**src/hdl/ffms_pkg.sv**
```systemverilog
package ffms_pkg;

	// input operand and accumulator widths
	localparam int IN_W   = 32;
	localparam int N_OPS  = 8;
	localparam int ACC_W  = 66;
	localparam int MAG_W  = 65;
	localparam int DISC_W = 2 * MAG_W + 1;

	// root word, infinity is all ones
	localparam int ROOT_W = 48;
	localparam logic [ROOT_W-1:0] ROOT_INF = '1;

	// configuration registers
	localparam int FRAC_W = 17;
	localparam int LIM_W  = 32;
	localparam int CFG_IDX_W = 2;
	localparam logic [CFG_IDX_W-1:0] REG_STEP_FRACTION = 2'd0;
	localparam logic [CFG_IDX_W-1:0] REG_STEP_CAP      = 2'd1;
	localparam logic [CFG_IDX_W-1:0] REG_NEAR_ZERO     = 2'd2;
	localparam logic [FRAC_W-1:0] STEP_FRACTION_RST = 17'd52429;
	localparam logic [FRAC_W-1:0] STEP_CAP_RST      = 17'd65536;
	localparam logic [LIM_W-1:0]  NEAR_ZERO_RST     = 32'd0;

	// default fraction bits of the root
	localparam int FRAC_BITS_DEF = 16;

	// queue between front and back
	localparam int QDEPTH = 2;

	// output word
	localparam int OUT_W = 24;

	// one classified triangle: det(E + tD) = a t^2 + b t + c
	typedef struct packed {
		logic signed [ACC_W-1:0] a;
		logic signed [ACC_W-1:0] b;
		logic signed [ACC_W-1:0] c;
		logic                    quad;
		logic                    last;
	} ffms_job_t;

	// magnitude of a signed accumulator value
	function automatic logic [MAG_W-1:0] mag(input logic signed [ACC_W-1:0] x);
		logic [ACC_W-1:0] t;
		t = x[ACC_W-1] ? ACC_W'(-x) : ACC_W'(x);
		return t[MAG_W-1:0];
	endfunction

endpackage

```
**src/hdl/ffms_queue.sv**
```systemverilog
module ffms_queue (
	input  logic                clk,
	input  logic                arst_n,
	input  logic                push,
	input  ffms_pkg::ffms_job_t wdata,
	output logic                full,
	input  logic                pop,
	output logic                empty,
	output ffms_pkg::ffms_job_t rdata
);
	import ffms_pkg::*;

	localparam int PTR_W = $clog2(QDEPTH);

	ffms_job_t slot_q [QDEPTH];
	logic [PTR_W-1:0] wr_ptr_q, rd_ptr_q;
	logic [PTR_W:0] count_q;

	assign full  = (count_q == (PTR_W+1)'(QDEPTH));
	assign empty = (count_q == '0);
	assign rdata = slot_q[rd_ptr_q];

	// storage
	always_ff @(posedge clk) begin
		if (push) begin
			slot_q[wr_ptr_q] <= wdata;
		end
	end

	// pointers and fill count
	always_ff @(posedge clk or negedge arst_n) begin
		if (!arst_n) begin
			wr_ptr_q <= '0;
			rd_ptr_q <= '0;
			count_q  <= '0;
		end else begin
			if (push) begin
				wr_ptr_q <= (wr_ptr_q == PTR_W'(QDEPTH-1)) ? '0 : wr_ptr_q + 1'b1;
			end
			if (pop) begin
				rd_ptr_q <= (rd_ptr_q == PTR_W'(QDEPTH-1)) ? '0 : rd_ptr_q + 1'b1;
			end
			if (push && !pop) begin
				count_q <= count_q + 1'b1;
			end else if (pop && !push) begin
				count_q <= count_q - 1'b1;
			end
		end
	end

`ifndef SYNTHESIS
	a_no_overflow: assert property (@(posedge clk) disable iff (!arst_n)
		push |-> !full) else $error("queue written while full");
	a_no_underflow: assert property (@(posedge clk) disable iff (!arst_n)
		pop |-> !empty) else $error("queue read while empty");
	a_count_range: assert property (@(posedge clk) disable iff (!arst_n)
		count_q <= (PTR_W+1)'(QDEPTH)) else $error("queue count out of range");
`endif

endmodule

```
**config.mk**
```make
export PLATFORM = sky130hd
export DESIGN_NAME = ffms_queue
export DESIGN_NICKNAME = d
export VERILOG_FILES = /design/src/hdl/ffms_pkg.sv /design/src/hdl/ffms_queue.sv
export SDC_FILE = /design/constraint.sdc
export NUM_CORES = 1
export LEC_CHECK = 0
export BUFFER_PORTS_ARGS = -buffer_cell sky130_fd_sc_hd__buf_4
export CORE_ASPECT_RATIO = 0.8
export CORE_MARGIN = 2
export CORE_UTILIZATION = 25
export DETAILED_ROUTE_END_ITERATION = 10
export PLACE_DENSITY = 0.5
export SKIP_CTS_REPAIR_TIMING = 1
export SLEW_MARGIN = 40
export SYNTH_ARGS = -nofsm -noshare
export SYNTH_HDL_FRONTEND = slang
export SYNTH_SLANG_ARGS = --single-unit
```
**constraint.sdc**
```tcl
create_clock -name clk -period 11.8 [get_ports clk]
set_input_delay 0 -clock clk [delete_from_list [all_inputs] [get_ports clk]]
set_output_delay 0 -clock clk [all_outputs]
set_load 0.005 [all_outputs]
```
==> reports/results.tsv <==
metric	value	unit
first-pass GRT wire length	47.5	mm
Worst Path Required	11.80	ns
row count	79	
synth top area cells	edfxtp_1 82%, mux2_2 15%, buf_6 1.6%	
clock power share	28.0	%
clock buffer depth	3	
CP Capture Type	output pin	
Max Cap Violations	0	
FMAX	358	MHz
layout cells sized above 1	51.8	%
fin nets	1486	
Vias/cell	3.98	
worst setup path end	rdata[72]	
Post-DRT Antenna Nets	0	
critical path cell sequence	buf_12 -> buf_6 -> mux2_2 -> buf_4	
Core Area	0.0581	mm^2
Avg Cell Area, Syn	23.0	um^2
Starting Density	25.3	%
Setup CP Type	flip-flop to output pin	
CP max stage cell	dfrtp_4	
R2R depth	4	
Setup TNS	0	ns
DR pass1 iterations	4	
CP Launch Type	flip-flop	
H-tree depth	2	
reg-to-reg critical path endpoint	slot_q[1][75]	
top-area cell type share of the netlist area	81.8	%
CTS sink cnt	404	
largest net degree at the start of global routing	73	
total power	4660	uW
crit path from	rd_ptr_q	
GPL Wtd Cong	0.700	
Post-synth EDFFs	400	
Final Non-Filler Cells	2083	
CP Max Fanout	65	
number of global-route vias before repair	7781	
Gate power share	29.5	%
flop2flop setup slack	9.05	ns
main flop type after synthesis	edfxtp_1	
Crit Reg-Reg Startpoint	wr_ptr_q	
IO Port Bufs	405	
cell family with most CP delay	buffers and inverters	
Mapped Cells	638	
Final setup violation count	0	
DRC Markers	0	
async set-or-reset flop fraction in the synthesized netlist	0.990	%
syn nets	843	
layout filler cell count	5444	
CTS root buffer	clkbuf_16	
Int Pwr	3430	uW
status	complete, no violations	
RSZ-0062 raised after global routing	false	
P per Cell Area	212	mW/mm^2
Post-Route Skew	0.0120	ns
vias post-DR	8281	
Slew Viols, Final	0	
grt total ovfl	0	
DP Cell Count	1800	
post-synth top area cell	edfxtp_1	
Synth Warn #	0	
switching power	1230	uW
initial antenna violation count	1	
CP arrival	2.79	ns
Die ar.	0.0607	mm^2
Total GRT Usage	10.3	%
Area Growth Syn to Fin	49.8	%
CTS Buf Count	44	
final hold viol count	0	
count leader, synth	edfxtp_1	
CP Depth	4	
Worst Tran Pin Value	0.761	ns
worst min-delay path class	input port to flip-flop	
sw frac	26.3	%
Static Leak	0.00817	uW
height of the chip	221	um
VDD IR max	0.000114	V
clock-pin slew on the worst setup and hold paths	0.06	ns
CP max stage delay	0.73	ns
top cells by count, synth	400 x edfxtp_1, 200 x mux2_2, 21 x buf_6, 4 x dfrtp_1, 4 x xor2_1	
Total Routed Length	33.9	mm
Die X	275	um
Worst Path Buf+Inv	3	
Tcrit/Tclk final	23.7	%
WL/cell	16.3	um
Cell Area, Synth	0.0147	mm^2
hpwl dp	21.7	mm
Rel. slew slack	49.3	%
clk_lat worst skew	0.55	ns
post-route worst setup slack	9.01	ns
setup slack at placement	9.01	ns
Seq/Total Area, Yosys	82.4	%
Seq cells post-synth	404	
io pins	406	
synth unique cells	12	
TritonCTS clock tree	yes	
sequential group share of total power	42.5	%
Iteration-0 DRC Markers	368	
crit path time final	2.79	ns
-- worst min-delay path by stage --
| stage | to | slack (ns) | start | depth (start not counted) |
|---|---|---|---|---|
| final | slot_q[1][17] | 0.18 | wdata[17] | 2 |
| after global routing | slot_q[0][190] | 0.14 | wdata[190] | 2 |
| after floorplan | count_q[0] | -0.30 | arst_n | 0 |
| after CTS | wr_ptr_q | -0.80 | arst_n | 1 |
| after detailed placement | wr_ptr_q | -0.19 | arst_n | 1 |
| after global placement | wr_ptr_q | -0.19 | arst_n | 1 |
-- flip-flops by register name (all words and copies together) (netlist names) --
name and flops:
slot_q 400, wr_ptr_q 1, rd_ptr_q 1, count_q 2
-- cell type report --
cell class / instances / area [um^2] / share of cell area [%]
multi-input combinational: 211 / 2340 / 10.7
antenna: 1 / 2.50 / 0.0114
clock buffer: 58 / 1210 / 5.52
tap: 769 / 962 / 4.37
inverter: 1 / 3.75 / 0.0171
timing repair buffer: 619 / 5200 / 23.7
clock inverter: 20 / 154 / 0.699
sequential: 404 / 12100 / 55.1
-- stage by stage --
stage                     area, um^2  hold slack, ns  util (%)
after detailed placement       18600          -0.192      32.0
final                          22000           0.178      37.9
after global routing           22000           0.141      37.9
after CTS                      20000          -0.796      34.3
after floorplan                14700          -0.296         -
after global placement         18500          -0.194      31.9
-- power by group through the flow --
stage | sequential (uW) | clock [uW] | combinational (uW)
detailed placement | 2010 | 0 | 1340
global route | 2010 | 1410 | 1480
global placement | 2030 | 0 | 1310
CTS | 1980 | 1350 | 1350
floorplan | 2050 | 0 | 708
finish | 1980 | 1300 | 1370
-- metal layers --
metal	vias to the layer above	track usage, %	share of wire, %
li1	3841	-	-
met3	62	3.78	7.8
met2	282	16.6	48
met1	4096	12.9	42
met5	-	0	0
met4	0	3.24	2.2
-- placed cells by master (no fill, tap or decap) --
| cell | Yosys | layout |
|---|---|---|
| and2_4 | 0 | 1 |
| buf_12 | 0 | 2 |
| buf_4 | 0 | 407 |
| buf_6 | 21 | 6 |
| bufinv_16 | 0 | 2 |
| clkbuf_1 | 0 | 9 |
| clkbuf_16 | 0 | 45 |
| clkbuf_8 | 0 | 4 |
| clkinv_1 | 0 | 7 |
| clkinv_2 | 0 | 7 |
| clkinvlp_4 | 0 | 2 |
| dfrtp_1 | 4 | 3 |
| dfrtp_4 | 0 | 1 |
| diode_2 | 0 | 1 |
| dlygate4sd3_1 | 0 | 204 |
| edfxtp_1 | 400 | 400 |
| ha_1 | 1 | 1 |
| inv_1 | 1 | 1 |
| inv_6 | 0 | 2 |
| mux2_2 | 200 | 200 |
| nor2_1 | 2 | 2 |
| nor2b_1 | 2 | 1 |
| nor2b_4 | 0 | 1 |
| xnor2_1 | 1 | 1 |
| xor2_1 | 4 | 4 |
-- logic make-up after synthesis --
| logic type | synth area share [%] |
|---|---|
| simple gates | 0.179 |
| buf+inv | 1.67 |
| fa+ha+maj | 0.0852 |
| xor+xnor | 0.298 |
| flops | 82.4 |
| mux | 15.3 |
Note: power is estimated with default switching activity, not from simulation.
