File: src/hdl/ffms_pkg.sv
package ffms_pkg;

	// input operand and accumulator widths
	localparam int IN_W   = 32;
	localparam int N_OPS  = 8;
	localparam int ACC_W  = 66;
	localparam int MAG_W  = 65;
	localparam int DISC_W = 2 * MAG_W + 1;

	// root word, infinity is all ones
	localparam int ROOT_W = 48;
	localparam logic [ROOT_W-1:0] ROOT_INF = '1;

	// configuration registers
	localparam int FRAC_W = 17;
	localparam int LIM_W  = 32;
	localparam int CFG_IDX_W = 2;
	localparam logic [CFG_IDX_W-1:0] REG_STEP_FRACTION = 2'd0;
	localparam logic [CFG_IDX_W-1:0] REG_STEP_CAP      = 2'd1;
	localparam logic [CFG_IDX_W-1:0] REG_NEAR_ZERO     = 2'd2;
	localparam logic [FRAC_W-1:0] STEP_FRACTION_RST = 17'd52429;
	localparam logic [FRAC_W-1:0] STEP_CAP_RST      = 17'd65536;
	localparam logic [LIM_W-1:0]  NEAR_ZERO_RST     = 32'd0;

	// default fraction bits of the root
	localparam int FRAC_BITS_DEF = 16;

	// queue between front and back
	localparam int QDEPTH = 2;

	// output word
	localparam int OUT_W = 24;

	// one classified triangle: det(E + tD) = a t^2 + b t + c
	typedef struct packed {
		logic signed [ACC_W-1:0] a;
		logic signed [ACC_W-1:0] b;
		logic signed [ACC_W-1:0] c;
		logic                    quad;
		logic                    last;
	} ffms_job_t;

	// magnitude of a signed accumulator value
	function automatic logic [MAG_W-1:0] mag(input logic signed [ACC_W-1:0] x);
		logic [ACC_W-1:0] t;
		t = x[ACC_W-1] ? ACC_W'(-x) : ACC_W'(x);
		return t[MAG_W-1:0];
	endfunction

endpackage

File: src/hdl/ffms_front.sv
module ffms_front (
	input  logic                                  clk,
	input  logic                                  arst_n,
	input  logic                                  s_tvalid,
	output logic                                  s_tready,
	input  logic [ffms_pkg::IN_W*ffms_pkg::N_OPS-1:0] s_tdata,
	input  logic                                  s_tlast,
	input  logic [ffms_pkg::LIM_W-1:0]            near_zero_limit,
	output ffms_pkg::ffms_job_t                   job,
	output logic                                  job_valid,
	input  logic                                  job_full
);
	import ffms_pkg::*;

	localparam logic [1:0] F_IDLE = 2'd0;
	localparam logic [1:0] F_MUL  = 2'd1;
	localparam logic [1:0] F_FIN  = 2'd2;
	localparam logic [1:0] F_PUSH = 2'd3;

	logic [1:0] state_q;
	logic [2:0] cnt_q;
	logic [IN_W*N_OPS-1:0] vec_q;
	logic last_q;
	logic signed [ACC_W-1:0] a_q, b_q, c_q;
	logic signed [2*IN_W-1:0] prod_s1;
	logic [2:0] tag_s1;
	logic pv_s1;

	logic signed [IN_W-1:0] v [N_OPS];
	logic signed [IN_W-1:0] op_x, op_y;
	logic signed [ACC_W-1:0] prod_ext, term;
	logic [MAG_W-1:0] a_mag;

	// unpack operands
	always_comb begin
		for (int i = 0; i < N_OPS; i++) begin
			v[i] = vec_q[i*IN_W +: IN_W];
		end
	end

	// product schedule: a terms, c terms, then the four mixed terms of b
	always_comb begin
		case (cnt_q)
			3'd0: begin op_x = v[4]; op_y = v[7]; end
			3'd1: begin op_x = v[6]; op_y = v[5]; end
			3'd2: begin op_x = v[0]; op_y = v[3]; end
			3'd3: begin op_x = v[2]; op_y = v[1]; end
			3'd4: begin op_x = v[0]; op_y = v[7]; end
			3'd5: begin op_x = v[2]; op_y = v[5]; end
			3'd6: begin op_x = v[4]; op_y = v[3]; end
			default: begin op_x = v[6]; op_y = v[1]; end
		endcase
	end

	// odd tags are subtracted
	assign prod_ext = ACC_W'(prod_s1);
	assign term     = tag_s1[0] ? ACC_W'(-prod_ext) : prod_ext;

	// shared multiplier, registered
	always_ff @(posedge clk) begin
		prod_s1 <= op_x * op_y;
		tag_s1  <= cnt_q;
	end

	// control
	always_ff @(posedge clk or negedge arst_n) begin
		if (!arst_n) begin
			state_q <= F_IDLE;
			cnt_q   <= '0;
			pv_s1   <= 1'b0;
		end else begin
			pv_s1 <= (state_q == F_MUL);
			unique case (state_q)
				F_IDLE: begin
					if (s_tvalid) begin
						cnt_q   <= '0;
						state_q <= F_MUL;
					end
				end
				F_MUL: begin
					cnt_q <= cnt_q + 3'd1;
					if (cnt_q == 3'd7) begin
						state_q <= F_FIN;
					end
				end
				F_FIN: begin
					state_q <= F_PUSH;
				end
				F_PUSH: begin
					if (!job_full) begin
						state_q <= F_IDLE;
					end
				end
				default: state_q <= F_IDLE;
			endcase
		end
	end

	// operand capture and accumulation
	always_ff @(posedge clk) begin
		if (state_q == F_IDLE && s_tvalid) begin
			vec_q  <= s_tdata;
			last_q <= s_tlast;
			a_q    <= '0;
			b_q    <= '0;
			c_q    <= '0;
		end else if (pv_s1) begin
			case (tag_s1[2:1])
				2'd0:    a_q <= a_q + term;
				2'd1:    c_q <= c_q + term;
				default: b_q <= b_q + term;
			endcase
		end
	end

	// classify quadratic against the near-zero limit
	assign a_mag = mag(a_q);

	assign s_tready  = (state_q == F_IDLE);
	assign job_valid = (state_q == F_PUSH);
	assign job.a     = a_q;
	assign job.b     = b_q;
	assign job.c     = c_q;
	assign job.quad  = a_mag > MAG_W'(near_zero_limit);
	assign job.last  = last_q;

endmodule

File: config.mk
export PLATFORM = sky130hd
export DESIGN_NAME = ffms_front
export DESIGN_NICKNAME = d
export VERILOG_FILES = /design/src/hdl/ffms_pkg.sv /design/src/hdl/ffms_front.sv
export SDC_FILE = /design/constraint.sdc
export NUM_CORES = 2
export LEC_CHECK = 0
export BUFFER_PORTS_ARGS = -buffer_cell sky130_fd_sc_hd__buf_2
export CAP_MARGIN = 20
export CORE_MARGIN = 2
export CORE_UTILIZATION = 55
export CTS_CLUSTER_DIAMETER = 50
export CTS_CLUSTER_SIZE = 14
export DETAILED_ROUTE_END_ITERATION = 7
export PLACE_DENSITY = 0.81
export SYNTH_ARGS = -nofsm -noshare
export SYNTH_HDL_FRONTEND = slang
export SYNTH_SLANG_ARGS = --single-unit
File: constraint.sdc
create_clock -name clk -period 11.01 [get_ports clk]
set_clock_uncertainty 0.1 [all_clocks]
set_input_delay 2.7525 -clock clk [delete_from_list [all_inputs] [get_ports clk]]
set_output_delay 2.7525 -clock clk [all_outputs]
set_load 0.005 [all_outputs]
==> qor.yml <==
crit_buf_inv: 8
fmax_mhz: 95.1
cp.arrival_ps: 11010
min_period_ps: 10520
grt_start_max_net_pins: 145
drcViolationCount: 2
hold_class: "flop to flop"
crit_top_cell: "fa_1"
cts_resized: 0
cts_tree: "yes"
path_clk_slew_ps: 60
dp.cells: 9329
fp.dieArea_um2: 125000
wl_met1_um: 79400
routedWlPerCell_um: 22.7
root_buffer: "clkbuf_16"
grt_overflow: 0
ys_seq_area_frac: 0.196
port_buffers: 494
place_hpwl_um: 170000
final_antenna_net_count: 0
grtUsageTotal: 0.342
ys.flop_type: "dfxtp_1"
synth_cell_types: 86
drive_gt1_frac: 0.108
synth-async-reset-ratio: 0.0114
min_period_over_period: 0.955
avgSynthCellArea_um2: 9.08
postCtsSetupRepairBufs: 0
violations: "design-rule violations"
clockBufferDepth: 3
relSlewSlack: 0.224
htreeDepth: 3
first_global_vias: 58000
status: "finished with violations"
cpPeakStageDelay_ps: 690
multi_input_area_um2: 48900
dr.first_iter.drc_count: 5740
gp_congestion: 0.991
fin_cells: 9465
drv_slew: 0
yosysWarnings: 0
ios: 495
initial_core_util: 0.554
fin_setup_tns_ps: 0
wl_met2_um: 98700
holdWs_ps: 371
syn_nets: 9215
num-fill-cells: 10200
vias_per_cell: 5.97
nNetsFinal: 9580
finalHoldViolCount: 0
antenna_found_initial: 11
vias: 56500
fp.dieW_um: 354
drtPass1Iterations: 8
synth_cells: 7414
num_rows: 128
core_area_um2: 122000
critical_path_class: "flop to flop"
crit_required_ps: 11500
path_max_fanout: 27
ff_latch_area_um2: 13200
syn_area_um2: 67300
ys_ff_latch: 528
clk_latency_ps: 710
rsz0062_at_grt: "no"
drv_cap: 0
final_common_cell: "fa_1"
tightest_slew_ps: 1140
final_cell_mix: "1084 x fa_1, 1080 x inv_1, 1012 x nand2_1, 710 x nor2_1, 495 x buf_2"
cts_hold_buf: 0
wl_met3_um: 23400
synth_edf_count: 257
cp_top_family: "adder cells"
cp_slowest_cell: "or3_2"
die_h_um: 354
grt_pass1_wl_um: 329000
cts_made_buffers: 71
area_growth_pct: 10.3
top_layer: "met5"
critical_path.endpoint_type: "flop"
setup_viol: 0
cts_sinks: 528
routed_wl_um: 215000
cp-start-kind: "flop"
==> cell type report <==
cell class | instances | share of cell area
inverter | 1082 | 0.0548
clock buffer | 82 | 0.0252
multi-input combinational | 5463 | 0.659
clock inverter | 38 | 0.00778
sequential | 528 | 0.177
antenna | 14 | 0.000472
timing repair buffer | 633 | 0.0481
tap | 1625 | 0.0274
==> path summary, 6_finish.rpt <==
| path | start | end | cells past startpoint | slack, ps |
|---|---|---|---|---|
| max in group asynchronous | arst_n | cnt_q[2] | 1 | 8760 |
| worst max register to register | cnt_q[1] | prod_s1[62] | 35 | 490 |
| worst max-delay path | cnt_q[1] | prod_s1[62] | 35 | 490 |
| worst min register to register | b_q[36] | b_q[36] | 2 | 370 |
| worst min-delay path | b_q[36] | b_q[36] | 2 | 370 |
| min in group asynchronous | arst_n | cnt_q[0] | 1 | 1820 |
==> metal layers <==
layer | vias up | global-route usage
li1 | 24900 | -
met3 | 659 | 0.0868
met5 | - | 0
met1 | 27700 | 0.421
met4 | 2 | 0.186
met2 | 3291 | 0.553
==> Yosys cell counts (all sizes together), types with 29 or more instances <==
master / instances / share of area
buf: 29 / 0.0018
nand4: 56 / 0.0053
nor3: 52 / 0.0040
nor2b: 35 / 0.0033
a211oi: 44 / 0.0049
clkbuf: 312 / 0.017
a31oi: 31 / 0.0029
nand2: 1013 / 0.056
nor2: 710 / 0.040
fa: 1085 / 0.32
a21oi: 429 / 0.032
dfxtp: 265 / 0.079
xor2: 92 / 0.012
o31ai: 39 / 0.0044
edfxtp: 257 / 0.11
and3: 44 / 0.0041
o21bai: 41 / 0.0046
a222oi: 45 / 0.0067
xnor2: 247 / 0.032
nand2b: 67 / 0.0062
inv: 1082 / 0.060
a21o: 201 / 0.022
o21a: 59 / 0.0066
nand3: 85 / 0.0063
o21ai: 249 / 0.019
ha: 423 / 0.079
and2: 39 / 0.0036
==> sequential cells by signal, indices dropped and copies added (netlist names) <==
signal / cells
vec_q: 256
prod_s1: 64
b_q: 66
tag_s1: 3
pv_s1: 1
last_q: 1
c_q: 66
state_q: 2
a_q: 66
cnt_q: 3
==> cell families (layout without fill, tap and decap cells) <==
group	after synthesis	count (layout)	share of synthesized area
mux	50	50	0.00790
fa+ha+maj	1508	1508	0.401
xor+xnor	339	339	0.0441
other cells	0	14	0
simple gates	2236	2236	0.144
compound gates	1330	1330	0.128
buf+inv	1423	1835	0.0795
flops	528	528	0.196
==> stage by stage <==
stage / cell area (µm²) / worst slack (ps) / utilization
floorplan: 67300 / 538 / -
global placement: 71700 / 671 / 0.590
detailed placement: 71700 / 468 / 0.590
CTS: 74200 / 443 / 0.610
global route: 74200 / 26.4 / 0.611
finish: 74300 / 490 / 0.611
==> tightest hold or removal path: stages, from the launching register on <==
cell,delay (ps)
dfxtp_1,320
nand2_1,60
a21oi_1,50
Power is not shown: default switching activity piles up to over one toggle a cycle in this logic, so the estimate is an artifact.
